--- src/rtl/core/gpk_pkg.sv ---
`timescale 1ns / 1ps
package gpk_pkg;

    // field and port widths
    localparam int BLK_W      = 7;
    localparam int PIX_W      = 20;
    localparam int BPIX_W     = 13;
    localparam int S_TDATA_W  = 40;
    localparam int M_TDATA_W  = 112;
    localparam int APB_AW     = 4;
    localparam int APB_DW     = 32;

    // register indexes (paddr[3:2])
    localparam logic [1:0] REG_GRID_WIDE  = 2'd0;
    localparam logic [1:0] REG_GRID_HIGH  = 2'd1;
    localparam logic [1:0] REG_BLOCK_PX_W = 2'd2;
    localparam logic [1:0] REG_BLOCK_PX_H = 2'd3;

    // register reset values
    localparam logic [BLK_W-1:0]  GRID_RESET = 7'd64;
    localparam logic [BPIX_W-1:0] BPIX_RESET = 13'd16;

    // opcode of an input transaction
    localparam logic OP_CLEAR = 1'b1;

    // stored block bounds of one rectangle
    typedef struct packed {
        logic [BLK_W-1:0] l;
        logic [BLK_W-1:0] t;
        logic [BLK_W-1:0] r;
        logic [BLK_W-1:0] b;
    } gpk_bnd_t;

    // which cell walk the datapath is on
    typedef enum logic [1:0] {
        PH_TOP,
        PH_LEFT,
        PH_RIGHT,
        PH_SKIP
    } gpk_phase_t;

    // datapath commands
    typedef enum logic [4:0] {
        CMD_NOP,
        CMD_LOAD,
        CMD_SWEEP_INIT,
        CMD_SWEEP,
        CMD_CLR_DONE,
        CMD_DIVW_INIT,
        CMD_DIV_STEP,
        CMD_DIVW_SAVE,
        CMD_DIVH_SAVE,
        CMD_SETUP,
        CMD_READ,
        CMD_CELL,
        CMD_ADV,
        CMD_HIT,
        CMD_PROBE,
        CMD_ROW_END,
        CMD_PLACE,
        CMD_MARK,
        CMD_RESULT,
        CMD_FAIL
    } gpk_cmd_t;

    // controller states
    typedef enum logic [4:0] {
        S_WIPE_INIT,
        S_WIPE,
        S_IDLE,
        S_PRECHK,
        S_CLR,
        S_CLR_OUT,
        S_DIVW,
        S_DIVW_SAVE,
        S_DIVH,
        S_DIVH_SAVE,
        S_CHECK,
        S_RD,
        S_CELL,
        S_BND,
        S_NEXT,
        S_SKIPCHK,
        S_YCHK,
        S_PLACE,
        S_MARK,
        S_RESULT,
        S_FAIL
    } gpk_state_t;

    // datapath status towards the controller
    typedef struct packed {
        logic       cfg_dim_wr;
        logic       sweep_last;
        logic       op_clear;
        logic       bad_req;
        logic       div_last;
        logic       too_big;
        logic       cell_hit;
        logic       bnd_err;
        logic       x_ge_r;
        logic       i_last;
        logic       hb_one;
        logic       skip_more;
        logic       x_lt_xmax;
        logic       y_ge_ymax;
        logic       mark_done;
        logic       out_busy;
        gpk_phase_t phase;
    } gpk_status_t;

endpackage

--- src/rtl/core/gpk_ctrl.sv ---
`timescale 1ns / 1ps
module gpk_ctrl (
    input  logic                aclk,
    input  logic                aresetn,
    input  logic                s_tvalid,
    output logic                s_tready,
    input  gpk_pkg::gpk_status_t st,
    output gpk_pkg::gpk_cmd_t   cmd
);

    gpk_pkg::gpk_state_t state_reg, state_next;

    // state register
    always_ff @(posedge aclk) begin
        if (!aresetn) begin
            state_reg <= gpk_pkg::S_WIPE_INIT;
        end else begin
            state_reg <= state_next;
        end
    end

    // next state and commands
    always_comb begin
        state_next = state_reg;
        cmd        = gpk_pkg::CMD_NOP;
        s_tready   = 1'b0;
        case (state_reg)
            gpk_pkg::S_WIPE_INIT: begin
                cmd        = gpk_pkg::CMD_SWEEP_INIT;
                // a grid dimension write here needs a fresh free count
                state_next = st.cfg_dim_wr ? gpk_pkg::S_WIPE_INIT : gpk_pkg::S_WIPE;
            end
            gpk_pkg::S_WIPE: begin
                if (st.cfg_dim_wr) begin
                    state_next = gpk_pkg::S_WIPE_INIT;
                end else begin
                    cmd = gpk_pkg::CMD_SWEEP;
                    if (st.sweep_last) state_next = gpk_pkg::S_IDLE;
                end
            end
            gpk_pkg::S_IDLE: begin
                if (st.cfg_dim_wr) begin
                    state_next = gpk_pkg::S_WIPE_INIT;
                end else begin
                    s_tready = 1'b1;
                    if (s_tvalid) begin
                        cmd        = gpk_pkg::CMD_LOAD;
                        state_next = gpk_pkg::S_PRECHK;
                    end
                end
            end
            gpk_pkg::S_PRECHK: begin
                if (st.op_clear) begin
                    cmd        = gpk_pkg::CMD_SWEEP_INIT;
                    state_next = gpk_pkg::S_CLR;
                end else if (st.bad_req) begin
                    state_next = gpk_pkg::S_FAIL;
                end else begin
                    cmd        = gpk_pkg::CMD_DIVW_INIT;
                    state_next = gpk_pkg::S_DIVW;
                end
            end
            gpk_pkg::S_CLR: begin
                cmd = gpk_pkg::CMD_SWEEP;
                if (st.sweep_last) state_next = gpk_pkg::S_CLR_OUT;
            end
            gpk_pkg::S_CLR_OUT: begin
                if (!st.out_busy) begin
                    cmd        = gpk_pkg::CMD_CLR_DONE;
                    state_next = gpk_pkg::S_IDLE;
                end
            end
            gpk_pkg::S_DIVW: begin
                cmd = gpk_pkg::CMD_DIV_STEP;
                if (st.div_last) state_next = gpk_pkg::S_DIVW_SAVE;
            end
            gpk_pkg::S_DIVW_SAVE: begin
                cmd        = gpk_pkg::CMD_DIVW_SAVE;
                state_next = gpk_pkg::S_DIVH;
            end
            gpk_pkg::S_DIVH: begin
                cmd = gpk_pkg::CMD_DIV_STEP;
                if (st.div_last) state_next = gpk_pkg::S_DIVH_SAVE;
            end
            gpk_pkg::S_DIVH_SAVE: begin
                cmd        = gpk_pkg::CMD_DIVH_SAVE;
                state_next = gpk_pkg::S_CHECK;
            end
            gpk_pkg::S_CHECK: begin
                if (st.too_big) begin
                    state_next = gpk_pkg::S_FAIL;
                end else begin
                    cmd        = gpk_pkg::CMD_SETUP;
                    state_next = gpk_pkg::S_RD;
                end
            end
            gpk_pkg::S_RD: begin
                cmd        = gpk_pkg::CMD_READ;
                state_next = gpk_pkg::S_CELL;
            end
            gpk_pkg::S_CELL: begin
                if (st.cell_hit) begin
                    cmd        = gpk_pkg::CMD_CELL;
                    state_next = gpk_pkg::S_BND;
                end else begin
                    cmd = gpk_pkg::CMD_ADV;
                    case (st.phase)
                        gpk_pkg::PH_SKIP:  state_next = gpk_pkg::S_SKIPCHK;
                        gpk_pkg::PH_TOP:   state_next = (st.i_last && st.hb_one) ?
                                                        gpk_pkg::S_PLACE : gpk_pkg::S_RD;
                        gpk_pkg::PH_RIGHT: state_next = st.i_last ?
                                                        gpk_pkg::S_PLACE : gpk_pkg::S_RD;
                        default:           state_next = gpk_pkg::S_RD;
                    endcase
                end
            end
            gpk_pkg::S_BND: begin
                case (st.phase)
                    gpk_pkg::PH_TOP: begin
                        if (st.bnd_err || st.x_ge_r) begin
                            state_next = gpk_pkg::S_FAIL;
                        end else begin
                            cmd        = gpk_pkg::CMD_HIT;
                            state_next = gpk_pkg::S_NEXT;
                        end
                    end
                    gpk_pkg::PH_RIGHT: begin
                        if (st.x_ge_r) begin
                            state_next = gpk_pkg::S_FAIL;
                        end else begin
                            cmd        = gpk_pkg::CMD_HIT;
                            state_next = gpk_pkg::S_NEXT;
                        end
                    end
                    default: begin
                        cmd        = gpk_pkg::CMD_HIT;
                        state_next = gpk_pkg::S_SKIPCHK;
                    end
                endcase
            end
            gpk_pkg::S_SKIPCHK: begin
                state_next = st.skip_more ? gpk_pkg::S_RD : gpk_pkg::S_NEXT;
            end
            gpk_pkg::S_NEXT: begin
                if (st.x_lt_xmax) begin
                    cmd        = gpk_pkg::CMD_PROBE;
                    state_next = gpk_pkg::S_RD;
                end else begin
                    cmd        = gpk_pkg::CMD_ROW_END;
                    state_next = gpk_pkg::S_YCHK;
                end
            end
            gpk_pkg::S_YCHK: begin
                state_next = st.y_ge_ymax ? gpk_pkg::S_FAIL : gpk_pkg::S_RD;
            end
            gpk_pkg::S_PLACE: begin
                cmd        = gpk_pkg::CMD_PLACE;
                state_next = gpk_pkg::S_MARK;
            end
            gpk_pkg::S_MARK: begin
                cmd = gpk_pkg::CMD_MARK;
                if (st.mark_done) state_next = gpk_pkg::S_RESULT;
            end
            gpk_pkg::S_RESULT: begin
                if (!st.out_busy) begin
                    cmd        = gpk_pkg::CMD_RESULT;
                    state_next = gpk_pkg::S_IDLE;
                end
            end
            gpk_pkg::S_FAIL: begin
                if (!st.out_busy) begin
                    cmd        = gpk_pkg::CMD_FAIL;
                    state_next = gpk_pkg::S_IDLE;
                end
            end
            default: begin
                state_next = gpk_pkg::S_WIPE_INIT;
            end
        endcase
    end

endmodule

--- config.mk ---
export PLATFORM = sky130hd
export DESIGN_NAME = gpk_ctrl
export DESIGN_NICKNAME = d
export VERILOG_FILES = /design/src/rtl/core/gpk_pkg.sv /design/src/rtl/core/gpk_ctrl.sv
export SDC_FILE = /design/constraint.sdc
export NUM_CORES = 1
export LEC_CHECK = 0
export BUFFER_PORTS_ARGS = -buffer_cell sky130_fd_sc_hd__buf_2
export CAP_MARGIN = 20
export CORE_UTILIZATION = 42
export DETAILED_ROUTE_END_ITERATION = 8
export GPL_ROUTABILITY_DRIVEN = 0
export GPL_TIMING_DRIVEN = 0
export PLACE_DENSITY = 0.65
export SLEW_MARGIN = 30
export SYNTH_ARGS = -nofsm -noshare
export SYNTH_HDL_FRONTEND = slang
export SYNTH_SLANG_ARGS = --single-unit
export TNS_END_PERCENT = 5
--- constraint.sdc ---
create_clock -name aclk -period 1.9 [get_ports aclk]
set_input_delay 0.19 -clock aclk [delete_from_list [all_inputs] [get_ports aclk]]
set_output_delay 0.19 -clock aclk [all_outputs]
set_load 0.05 [all_outputs]
Word-level counts from Yosys, hierarchy flattened
Index checks and enable logic that the tools add are counted.
Storage, ports and cells
  register bits: 5
  input bits: 21
  output and inout bits: 6
  logic and storage cells: 78
Cells by class
  equal/unequal tests: 29
  mux-type cells: 41
  reduce and logical (&&, ||, !) cells: 7
Operators with widths (count)
  $mux W5: 21
  $pmux W5 S19: 1
  $pmux W5 S18: 1
  $eq A5 B4 Y1 const B: 8
  $eq A5 B5 Y1 const B: 5
  $eq A5 B3 Y1 const B: 4
  $pmux W5 S2: 2
  $mux W3: 5
  $pmux W5 S3: 1
  $mux W4: 3
  $eq A5 B2 Y1 const B: 2
  $ne A2 B2 Y1 const B: 5
  $reduce_and A7 Y1: 1
  $mux W1: 6
  $ne A3 B3 Y1 const B: 2
  $eq A5 B1 Y1 const B: 1
  $logic_not A5 Y1: 1
  $eq A2 B2 Y1 const B: 2
  $reduce_or A3 Y1: 1
  $logic_not A2 Y1: 1
  $mux W2: 1
  $reduce_or A2 Y1: 1
  $logic_and A1 B1 Y1: 1
  $logic_or A1 B1 Y1: 1

Longest topological paths before layout
Gate-level depths: netlist of run 1.
  depth in word-level cells: 5
  depth in mapped cells: 8
  gate-level depth less buffers: 5

Worst setup path after synthesis of run 1
Ideal clock, no wire load.
  kind: reg2out
  start: register state_reg[0]
  end: output cmd[4]
  arrival: 2.047 ns
  required time: 1.710 ns
  slack: -0.337 ns
  cell stages (with the launch flop): 6
  buffers on the path: 3
  cell sequence: dfxtp_1 -> buf_4 -> buf_2 -> buf_2 -> a211oi_1 -> nor3_1
Between the ends
  cells in the longest elaborated chain, start to end: 3
  elaborated cells on any way between the ends: 21
  those cells by class: eq/ne: 18; mux: 1; reduce/logical: 2
RTL lines
  start, declared: line gpk_ctrl.sv:11  | gpk_pkg::gpk_state_t state_reg, state_next;
  start signal, assigned: line gpk_ctrl.sv:16  | state_reg <= gpk_pkg::S_WIPE_INIT;
  start signal, assigned: line gpk_ctrl.sv:18  | state_reg <= state_next;
  $eq A5 B4 Y1 or $eq A5 B3 Y1 (tied branches): line gpk_ctrl.sv:27  | case (state_reg)
  $reduce_or A2 Y1 (no line)
  $pmux W5 S18 (*): line gpk_ctrl.sv:27
  end, declared: line gpk_ctrl.sv:8  | output gpk_pkg::gpk_cmd_t cmd
Mark *: on every way between the ends. The rest lies on a longest branch, timed or not.

Worst setup path in the final report of run 1
  start: register state_reg[3]
  end: output cmd[0]
Same word-level chain as after synthesis.

==> results of run 1 <==
metrics by stage:
stage | area, um2 | hold WS, ns | setup TNS (ns)
6_report | 1520 | 0.237 | -0.533
5_1_grt | 1520 | 0.230 | -0.844
2_1_floorplan | 1110 | 0.318 | -0.712
4_1_cts | 1440 | 0.232 | -0.508
3_3_place_gp | 1280 | 0.506 | -0.244
3_5_place_dp | 1280 | 0.501 | -0.315
where the power goes:
part           leakage [uW]  internal (uW)  switching, uW
sequential        0.0000432            149           67.7
clock             0.0000150           79.5           44.2
combinational      0.000571            639            830
total              0.000629            867            942
cell usage in the layout (no fill, tap or decap), drive strengths merged, types with 2 or more instances in the layout:
| cell type | count |
|---|---|
| o211ai | 2 |
| nand4 | 3 |
| o21ai | 11 |
| dfxtp | 5 |
| nand2b | 6 |
| nor3 | 4 |
| nor4b | 2 |
| a21oi | 11 |
| a211oi | 2 |
| a21o | 4 |
| nand3b | 2 |
| or4 | 3 |
| clkbuf | 6 |
| nor4 | 3 |
| inv | 5 |
| nor2b | 4 |
| nand2 | 15 |
| o31ai | 3 |
| nor3b | 4 |
| o32a | 2 |
| o311ai | 2 |
| buf | 44 |
| or2 | 4 |
| nand3 | 7 |
| a31oi | 3 |
| nor2 | 15 |
| or3b | 4 |
| mux2i | 5 |
per-layer routing:
metal | wire length (um) | vias up
li1 | - | 691
met2 | 1840 | 127
met1 | 1620 | 681
met4 | 104 | 0
met5 | 0 | -
met3 | 513 | 14
area by class of cell:
cell class	count	area [um2]
Multi-Input combinational cell	141	971
Tap cell	30	37.5
Timing Repair Buffer	34	230
Sequential cell	5	109
Buffer	12	120
Inverter	6	26.3
Clock buffer	4	26.3
Fill cell	238	957
kinds of logic after synthesis:
group,synth area share
xor gates and xnor gates,0.00793
DFF,0.0906
buffers and inverters,0.0906
muxes,0.0453
and+or+nand+nor,0.447
AOI/OAI and AO/OA,0.318
worst max-delay path: stages (launching register included):
cell                      delay, ns
sky130_fd_sc_hd__dfxtp_2       0.37
sky130_fd_sc_hd__buf_8         0.16
sky130_fd_sc_hd__buf_6         0.15
sky130_fd_sc_hd__buf_6         0.15
sky130_fd_sc_hd__nor2_1        0.09
sky130_fd_sc_hd__nand3_1       0.11
sky130_fd_sc_hd__nand3_2       0.11
sky130_fd_sc_hd__nor4_2        0.21
sky130_fd_sc_hd__o21ai_1       0.13
sky130_fd_sc_hd__buf_6         0.17
Yosys cell counts, types with 3 or more instances:
cell / number / area share
sky130_fd_sc_hd__nand2_1: 15 / 0.051
sky130_fd_sc_hd__nor2_1: 15 / 0.051
sky130_fd_sc_hd__a21oi_1: 11 / 0.050
sky130_fd_sc_hd__buf_2: 8 / 0.036
sky130_fd_sc_hd__o21ai_0: 7 / 0.032
sky130_fd_sc_hd__inv_1: 6 / 0.020
sky130_fd_sc_hd__nand2b_1: 6 / 0.034
sky130_fd_sc_hd__nand3_1: 6 / 0.027
sky130_fd_sc_hd__buf_4: 5 / 0.034
sky130_fd_sc_hd__dfxtp_1: 5 / 0.091
sky130_fd_sc_hd__mux2i_1: 5 / 0.045
sky130_fd_sc_hd__a21o_1: 4 / 0.027
sky130_fd_sc_hd__nor2b_1: 4 / 0.023
sky130_fd_sc_hd__nor3_1: 4 / 0.018
sky130_fd_sc_hd__o21ai_1: 4 / 0.018
sky130_fd_sc_hd__a31oi_1: 3 / 0.017
sky130_fd_sc_hd__nand4_1: 3 / 0.017
sky130_fd_sc_hd__nor3b_1: 3 / 0.020
sky130_fd_sc_hd__o31ai_1: 3 / 0.020
sky130_fd_sc_hd__or4_1: 3 / 0.020
worst max path at each step:
stage / startpoint / to
2_1_floorplan: state_reg[3]$_SDFFE_PN0P_ / cmd[3]
3_3_place_gp: state_reg[3]$_SDFFE_PN0P_ / cmd[2]
3_5_place_dp: state_reg[3]$_SDFFE_PN0P_ / cmd[2]
4_1_cts: state_reg[0]$_SDFFE_PN0P_ / cmd[0]
5_1_grt: state_reg[3]$_SDFFE_PN0P_ / cmd[0]
6_report: state_reg[3]$_SDFFE_PN0P_ / cmd[0]
repair_timing:
item | in CTS | in global routing
setup endpoints to repair | 5 | 5
pin swaps | 8 | 3
hold buffers | 0 | 0
resized for setup | 29 | 16
setup buffers | 6 | 2
==> results, run 1 <==
- The run finished, with violations left.
- The checks that failed: negative setup slack.
- Once detail routing completed, the nets flagged for antenna violations numbered 0.
- The initial antenna violation count came to 0.
- At the later pin of the worst-skew pair, clock insertion delay measures roughly 0.24 ns.
- The most used routing layer is met2.
- In the final layout, the share of cells above drive strength 1 is 0.366.
- The met3 usage is 0.0575.
- For this run, the leading register cell type out of synthesis is sky130_fd_sc_hd__dfxtp_1.
- At the pin with the least slew margin, the transition time is roughly 0.44 ns.
- The detailed-placement wirelength estimate is around 2.9 mm.
- The maximum clock insertion buffer count is 2.
- When the netlist entered floorplanning its net count stood at between 150 and 200.
- In this run the most critical hold path is launched from aresetn.
- For the worst flop-to-flop path, the logic depth is 8.
- Before CTS, the worst setup slack after placement is -0.153 ns.
- Power comes to ~1800 uW.
- The mean instance size in the synthesized netlist is roughly 6.7 um2.
- The aggregate global-route resource usage is 0.293.
- The portion of the post-synthesis area used by sequential elements is 0.0906.
- The global-route met1 utilization is 0.407.
- The critical path startpoint category is a flop.
- The initialized floorplan defines 18 standard-cell rows.
- In this run the count of I/O pins placed on the die edge is 27.
- After detailed routing, the average wire length per cell comes to roughly 18 um.
- The final standard cell utilization of the core is 0.614.
- TritonCTS built the clock tree.
- The number of clock buffers inserted by TritonCTS is 3.
- The first global-routing pass estimated just over 6 mm of wire.
- The die span in x is roughly 53 um.
- The path with the worst hold slack has its endpoint at state_reg[4]$_SDFFE_PN0P_.
- The netlist area before placement is between 1000 and 1500 um2.
- The final layout contains about 220 nets.
- The post-detailed-route via-to-cell ratio is 6.52.
- The via count of the first global-routing pass is roughly 1,300.
- The first detailed-routing pass took 4 iterations.
- Headroom to the max-slew limit came out at 0.704.
- The total congestion overflow after global routing is 0.
- The tool flagged a number of max-cap violations equal to 0.
- The total count of hold-check failures in the final report came to 0.
- STA puts the critical path data arrival time at approximately 1.9 ns.
- The ratio of final minimum period to clock period is 1.11.
- The worst flop-to-flop path startpoint is state_reg[0]$_SDFFE_PN0P_.
- The worst-case IR drop observed on VDD is 0.866 mV.
- The total core area is between 2000 and 2500 um2.
- The path class of the lowest-slack min-delay path is in -> reg.
- The minimum setup slack among reg-to-reg paths is ~0.13 ns.
- After detailed routing, the total wire length is 4.08 mm.
- For the final database, setup skew stands at roughly 0.0065 ns.
- The static power due to leakage is 0.000629 uW.
- The antenna diode instance count is 0.
- The register bit total from synthesis is 5.
- The tree is rooted in a sky130_fd_sc_hd__clkbuf_4.
- The maximum fanout along the worst path is 10.
- The number of flops mapped to enable cells by yosys is 0.
- The number of I/O port buffers is 26.
- Entering global routing, the biggest net connects 11 pins.
- The count of final setup violators is 5.
- The fraction of registers with async set or reset after synthesis is 0.
- The critical path is of the reg -> out type.
- The register with the most flip-flops in the layout has 5 of them.
- Synthesis instantiated 57 different standard cells from the library.
- After clock tree synthesis, the clock-pin slew on the worst setup and hold paths is around 0.05 ns.
- The number of pins with negative max-slew slack in the final report is 0.
- At the worst endpoint, the required time is roughly 1.7 ns.
- Timing would allow up to ~480 MHz.
- After technology mapping, the gate count stands at 165.
- STA classifies the critical path endpoint as an output port.
- The total instance count after detailed placement is approximately 220.
- The floorplan step defined a die boundary enclosing about 2800 um2.
- Once layout is complete, the cells apart from fillers number 232.
- The die is between 50 and 60 um tall.
- The cell depth of the worst hold path is 2.
- Summing over every cut layer, the via total after detailed routing is 1,513.
- The starting density of the core is 0.446.
- The number of sinks handled by clock tree synthesis is 5.
- In the post-route analysis, the smallest setup slack over all paths is -0.203 ns.
- The worst register-to-register path ends at state_reg[1]$_SDFFE_PN0P_.
- The DRC violation count after routing is 0.
- The layout overhead on the synthesized area is 37.6%.
- The power density normalized to cell area is roughly 1200 nW/um2.
- The routing usage on met2 is 0.438.
- The maximum level of the CTS H-tree is 1.
- The count of routing violations after the opening detailed-route iteration is 86.
- The warning count from the yosys run is 0.
- Setup repair after global routing could not meet its margin everywhere.
- Subtracting the final worst setup slack from the clock period gives between 2 and 2.5 ns.
No activity file was read; power rests on OpenSTA's default activity.
==> inputs of run 2 (changes only) <==
--- a/config.mk
+++ b/config.mk
@@ -5,13 +5,14 @@
 export SDC_FILE = /design/constraint.sdc
 export NUM_CORES = 1
 export LEC_CHECK = 0
-export BUFFER_PORTS_ARGS = -buffer_cell sky130_fd_sc_hd__buf_2
 export CAP_MARGIN = 20
 export CORE_UTILIZATION = 42
+export CTS_CLUSTER_DIAMETER = 80
+export CTS_CLUSTER_SIZE = 8
 export DETAILED_ROUTE_END_ITERATION = 8
+export DONT_BUFFER_PORTS = 1
 export GPL_ROUTABILITY_DRIVEN = 0
 export GPL_TIMING_DRIVEN = 0
-export PLACE_DENSITY = 0.65
 export SLEW_MARGIN = 30
 export SYNTH_ARGS = -nofsm -noshare
 export SYNTH_HDL_FRONTEND = slang
==> run 2 against run 1 <==
Compared with the run above:
- the run still ends with negative setup slack left
- critical path depth fell by 4
- first-iteration DRC count rose by 48%
- cell area fell by 2.7%
- register-to-register slack barely moved
- die area did not move
- sequential power barely moved
- clock power barely moved
- clock skew fell by 0.00074 ns
- global-route usage rose by 2.3 points
- via count fell by 0.33%
- hold slack got worse by 0.17 ns
- critical path type unchanged
- largest cell class unchanged
- highest routed layer unchanged
==> results, run 2 (same netlist as run 1, synthesis figures left out) <==
- The total count of hold-check failures in the final report is 0.
- The tightest min-delay check is of the in -> reg type.
- Measured in cells, the most critical reg-to-reg path has a length of 7.
- The final wirelength is 4.51 mm.
- Setup repair after global routing could not meet its margin everywhere.
- The number of pins with negative max-slew slack in the final report is 0.
- The ratio of final minimum period to clock period is 1.07.
- The longest clock path from root to sink contains 2 buffers.
- The HPWL after detailed placement is 2.90 mm.
- The worst flop-to-flop path startpoint is state_reg[3]$_SDFFE_PN0P_.
- The first-pass GRT wire length is about 6.4 mm.
- In this run the static leakage power is around 0.00057 uW.
- The clock arrives with approximately 0.0058 ns of skew.
- The die area is between 2000 and 3000 um2.
- In the global route stage, overall resource usage came out at 0.316.
- The slack of the critical path is -0.136 ns.
- 0 antenna diodes ended up in the layout.
- The highest cell delay on the worst timing path is between 0.4 and 0.5 ns.
- The initial antenna violation count is 0.
- The worst setup path is launched from a flop.
- STA classifies the critical path endpoint as an output port.
- Counting instances, the worst hold path has a depth of 1.
- In the final layout, the share of cells above drive strength 1 is 0.357.
- The flow ran to the end, but the final reports show violations.
- Once detail routing completed, the nets flagged for antenna violations numbered 0.
- The critical path goes through buf_4, nor4b_1, and2_1, a2111oi_4, o21ai_4.
- The layout overhead on the synthesized area is 33.9%.
- The pin count of the biggest net entering global routing is 11.
- The final standard cell utilization of the core is 0.597.
- The count of routing violations after the opening detailed-route iteration is ~130.
- The clock net in this run drives a total of 5 sinks.
- The number of I/O port buffers is 0.
- The TritonCTS clock tree is done.
- In this run the vertical extent of the chip is 53.3 um.
- The final reports fail on negative setup slack.
- The number of search-and-repair iterations in the first detailed-routing pass is 5.
- The total core area is around 2500 um2.
- The per-cell routed wire length is around 21 um.
- The number of clock buffers inserted by TritonCTS is 3.
- In this run the critical register-to-register path is captured at state_reg[4]$_SDFFE_PN0P_.
- The startpoint of the worst hold path is aresetn.
- The minimum setup slack among reg-to-reg paths is 0.14 ns.
- Setup violations remaining at the end of the flow were counted as 4.
- Data on the critical path is required at its endpoint by 1.71 ns.
- The post-CTS clock slew at the launch and capture registers of the worst setup and hold paths is 0.05 ns.
- The worst slew slack as a fraction of its limit is 0.579.
- Broken down by cell family, the worst path's largest delay share belongs to simple AND/OR/NAND/NOR gates.
- The worst ir drop on vdd is roughly 1.1 mV.
- The via count of the first global-routing pass is between 1,000 and 1,500.
- The number of nets in the layout is between 200 and 250.
- Summing all multi-input logic gate instances after layout gives roughly 1100 um2.
- After filler insertion, the fill cell instance count of the layout stands at 218.
- The library cell used as clock root buffer is sky130_fd_sc_hd__clkbuf_4.
- The largest individual stage delay along the critical path comes from the cell sky130_fd_sc_hd__nor4b_1.
- The die span in x is approximately 53 um.
- The detailed router placed 1,508 vias in this run.
- The clock latency on the worst-skew pair is 0.24 ns.
- The number of buffer and inverter instances along the worst setup path is 1.
- Global routing finished with a remaining overflow of 0.
- The maximum fanout along the worst path is 10.
- The flip-flop count of the largest register after layout is 5.
- The total power consumption of the routed design is between 1500 and 2000 uW.
- The library cells used most frequently in the layout, excluding fill and tap cells, are sky130_fd_sc_hd__buf_4, sky130_fd_sc_hd__nand2_1, sky130_fd_sc_hd__nor2_1.
- In this run the number of H-tree levels came out at 1.
- Leaving out fill and tap cells, the most frequent cell in the layout is sky130_fd_sc_hd__buf_4.
- For this design the ratio of total power to cell area is between 1000 and 1500 nW/um2.
- Across the run, the number of max-cap violations was 0.
- The post-detailed-route via-to-cell ratio is between 7 and 8.
- For hold timing, the worst endpoint is state_reg[3]$_SDFFE_PN0P_.
- The critical path launch point is state_reg[4]$_SDFFE_PN0P_.
- In this run the core area contains 18 standard-cell rows.
- At the pin with the least slew margin, the transition time is 0.623 ns.
- The initial utilization of the core area, before any placement, comes to 0.446.
- After layout, the minimum clock period comes to around 2.0 ns.
- The post-place setup slack is -0.301 ns.
- The critical path in this run is classified as reg -> out.
- The timing-limited maximum frequency is about 500 MHz.
- The sequential cell area is between 100 and 150 um2.
- Pin placement for this block handled 27 I/O pins.
- Data arrives at the worst endpoint at ~1.9 ns.
- For this run, design rule violations remaining after detail routing come to 0.
==> run 2: worst max path at each step <==
| stage | cells after the start | endpoint |
|---|---|---|
| 2_1_floorplan | 5 | cmd[3] |
| 3_3_place_gp | 5 | cmd[3] |
| 3_5_place_dp | 6 | cmd[2] |
| 4_1_cts | 5 | cmd[0] |
| 5_1_grt | 5 | cmd[2] |
| 6_report | 5 | cmd[2] |
==> run 2: layer usage <==
layer	track usage	vias to the layer above	routed length [um]
met4	0.136	0	274
li1	-	660	-
met1	0.411	661	1590
met3	0.0805	35	672
met2	0.481	152	1980
met5	0	-	0
==> run 2: worst register-to-register path, stage by stage (launching register included) <==
cell	delay [ns]
sky130_fd_sc_hd__dfxtp_2	0.36
sky130_fd_sc_hd__buf_6	0.16
sky130_fd_sc_hd__buf_4	0.15
sky130_fd_sc_hd__nand2b_1	0.25
sky130_fd_sc_hd__o32a_1	0.21
sky130_fd_sc_hd__o32a_1	0.20
sky130_fd_sc_hd__nand4_1	0.10
sky130_fd_sc_hd__o211a_1	0.21
==> run 2: final cells by class <==
class,instances,share of cell area
Clock buffer,4,0.0178
Sequential cell,5,0.0753
Tap cell,30,0.0254
Inverter,6,0.0178
Timing Repair Buffer,14,0.0778
Buffer,12,0.0745
Multi-Input combinational cell,141,0.712
==> run 2: power by group <==
part           leakage [uW]  internal, uW  total [uW]  switching (uW)
combinational      0.000508           595        1470             878
sequential        0.0000435           151         215            63.1
clock             0.0000150          79.4         123            44.1
==> run 2: per-stage QoR <==
step	cell area, um2	setup TNS [ns]	hold slack, ns	cells
floorplan	1110	-0.712	0.318	165
global placement	1150	-1.60	0.333	195
detailed placement	1150	-0.981	0.333	195
CTS	1340	-0.197	0.0646	201
global route	1480	-0.647	0.0582	212
finish	1480	-0.368	0.0719	212
==> run 2: timing repair <==
item,4_1_cts,5_1_grt
resized for setup,35,14
setup buffers,3,11
setup endpoints to repair,6,5
pin swaps,10,8
hold buffers,0,0
==> inputs of run 3 (changes only) <==
--- a/config.mk
+++ b/config.mk
@@ -12,7 +12,6 @@
 export DETAILED_ROUTE_END_ITERATION = 8
 export DONT_BUFFER_PORTS = 1
 export GPL_ROUTABILITY_DRIVEN = 0
-export GPL_TIMING_DRIVEN = 0
 export SLEW_MARGIN = 30
 export SYNTH_ARGS = -nofsm -noshare
 export SYNTH_HDL_FRONTEND = slang
==> constraint.sdc (replaced) <==
create_clock -name aclk -period 2.1 [get_ports aclk]
set_input_delay 0.21 -clock aclk [delete_from_list [all_inputs] [get_ports aclk]]
set_output_delay 0.21 -clock aclk [all_outputs]
set_load 0.05 [all_outputs]
==> run 3 against run 2 <==
Compared with the run above:
- the flow now finishes without violations
- clock power shrank 12%
- worst setup slack gained 0.15 ns
- via count shrank 9.9%
- first-iteration DRC count shrank 47%
==> results, run 3 (same netlist as run 1, synthesis figures left out) <==
- The clock reaches the later pin of the worst-skew pair after 0.24 ns.
- The total overflow left after global routing is 0.
- The run finished with clean final reports.
- The finished layout holds 210 standard cells, fillers aside.
- The area taken by multi-input logic gates is ~940 um2.
- In the routed design, unresolved DRC markers number 0.
- The clock drives 5 sinks.
- The initial antenna violation count was 0.
- At the worst endpoint, the arrival time is 1.87 ns.
- The die span in x is ~53 um.
- After detailed routing, the wire length on met1 is between 1.5 and 2 mm.
- CTS built an H-tree with a depth of 1.
- The detail route stage leaves a number of antenna-violating nets equal to 0.
- TritonCTS built the clock tree.
- The first global-routing pass estimated 5.42 mm of wire.
- The post-CTS clock slew at the launch and capture registers of the worst setup and hold paths is about 0.04 ns.
- The path class of the lowest-slack min-delay path is in -> reg.
- Summed over all layers, the routed wires come to 3.51 mm.
- The ratio of final minimum period to clock period is 0.992.
- The number of pins with negative max-slew slack in the final report was 0.
- Across the routed clock network, the largest skew measured is about 0.0018 ns.
- After routing the design area is approximately 1300 um2.
- The commonest non-fill, non-tap cell in the layout is sky130_fd_sc_hd__buf_4.
- The power density normalized to cell area is around 1100 nW/um2.
- The critical path startpoint category is a flop.
- The transition time of the tightest slew-check pin is approximately 0.42 ns.
- The maximum clock insertion buffer count is 2.
- At the end of the flow, the number of nets in the layout was between 200 and 250.
- The detailed-placement wirelength estimate is roughly 2.7 mm.
- The antenna diode instance count is 0.
- The number of max-cap violations is 0.
- Along the worst path, the maximum fanout reaches 11.
- The top-level I/O count is 27.
- The die covers roughly 2800 um2.
- The worst hold path begins at aresetn.
- Of the cells placed in the final design, the portion with a size suffix greater than 1 is 0.272.
- After detailed routing, no signal wire sits above met4.
- The most critical setup path has its startpoint at state_reg[4]$_SDFFE_PN0P_.
- The detailed route wirelength on metal3 is 311 um.
- The filler cells instantiated in the layout total about 260.
- Before CTS, the worst setup slack after placement is roughly 0.16 ns.
- The static power due to leakage is approximately 0.00052 uW.
- The sequential cell area is ~110 um2.
- After layout, the worst setup slack is between 0.015 and 0.02 ns.
- The tree is rooted in a sky130_fd_sc_hd__clkbuf_4.
- The number of search-and-repair iterations in the first detailed-routing pass is 6.
- The worst path in the final design needs a cycle of approximately 2.1 ns, including I/O delays and setup.
- Timing would allow up to ~480 MHz.
- The aggregate global-route resource usage is 0.257.
- The setup path with the least slack is of type reg -> out.
- The per-cell routed wire length is ~17 um.
- The length of routed met2 wiring is approximately 1.6 mm.
- The count of routing violations after the opening detailed-route iteration is 67.
- The worst flop-to-flop path startpoint is state_reg[0]$_SDFFE_PN0P_.
- Compared with the post-synthesis result, the final layout area differs by 21.6%.
- The number of clock buffers added by TritonCTS is 3.
- The total core area is between 2000 and 2500 um2.
- The count of vias placed by the detailed router is 1,358.
- The total count of hold-check failures in the final report is 0.
- The worst slew slack as a fraction of its limit is 0.713.
- The number of I/O port buffers is 0.
- From bottom edge to top edge, the die measures 53.3 um.
- The library cells used most frequently in the layout, excluding fill and tap cells, are sky130_fd_sc_hd__buf_4, sky130_fd_sc_hd__nand2_1, sky130_fd_sc_hd__nor2_1.
- The initial utilization of the core area, before any placement, comes to 0.446.
- The via count of the first global-routing pass is around 1,200.
- The total instance count after detailed placement is approximately 210.
- In the routed layout, each cell is associated on average with a via count of about 6.5.
- The critical path data required time is between 1.5 and 2 ns.
- STA classifies the critical path endpoint as an output port.
- The worst ir drop on vdd is slightly below 0.9 mV.
- Setup violations remaining at the end of the flow were counted as 0.
- The placement-stage cell area is roughly 1300 um2.
- The number of rows created at floorplan is 18.
- The register with the most flip-flops in the layout has 5 of them.
- The pin count of the biggest net entering global routing is 17.
- For this design, the CTS-stage hold fixing added 0 buffers.
[run 3: final cells by class]
cell class / count / share of cell area
inverters: 6 / 0.0168
clock buffers: 4 / 0.0196
repair buffers: 24 / 0.155
well taps: 30 / 0.0279
multi-input cells: 141 / 0.697
flip-flops and latches: 5 / 0.0829
[run 3: report_power, final]
part / total [uW] / switching (uW) / internal (uW)
sequential: 215 / 77.4 / 137
combinational: 1190 / 656 / 531
clock: 108 / 35.9 / 71.6
[run 3: worst paths after layout]
check	slack, ns	cells after the start	to
max	0.02	6	cmd[0]
min reg2reg	0.55	2	state_reg[1]$_SDFFE_PN0P_
max reg2reg	0.27	6	state_reg[4]$_SDFFE_PN0P_
min	0.09	1	state_reg[3]$_SDFFE_PN0P_
[run 3: routing by layer]
| layer | GRT usage | up-vias |
|---|---|---|
| li1 | - | 655 |
| met1 | 0.351 | 621 |
| met2 | 0.417 | 71 |
| met3 | 0.0402 | 11 |
| met4 | 0.0526 | 0 |
| met5 | 0 | - |
[run 3: worst max-delay path, stage by stage, from the launching register on]
cell                      delay [ns]
sky130_fd_sc_hd__dfxtp_4        0.38
sky130_fd_sc_hd__or2_4          0.28
sky130_fd_sc_hd__or4_4          0.49
sky130_fd_sc_hd__nand3_1        0.13
sky130_fd_sc_hd__nor4_2         0.06
sky130_fd_sc_hd__o21ai_1        0.11
sky130_fd_sc_hd__buf_6          0.18
[run 3: metrics by stage]
stage               total power, uW  setup TNS [ns]  utilization  hold WS [ns]
finish                         1510               0        0.542        0.0894
global route                   1600         -0.0214        0.542        0.0819
CTS                            1450               0        0.522        0.0863
detailed placement             1320               0        0.507         0.342
global placement               1310               0        0.507         0.342
floorplan                       988          -0.113            -         0.338
[run 3: timing repair]
item,CTS,global route
resized for setup,6,10
endpoints found under the setup margin,3,3
buffers inserted,0,1
pin swaps,0,0
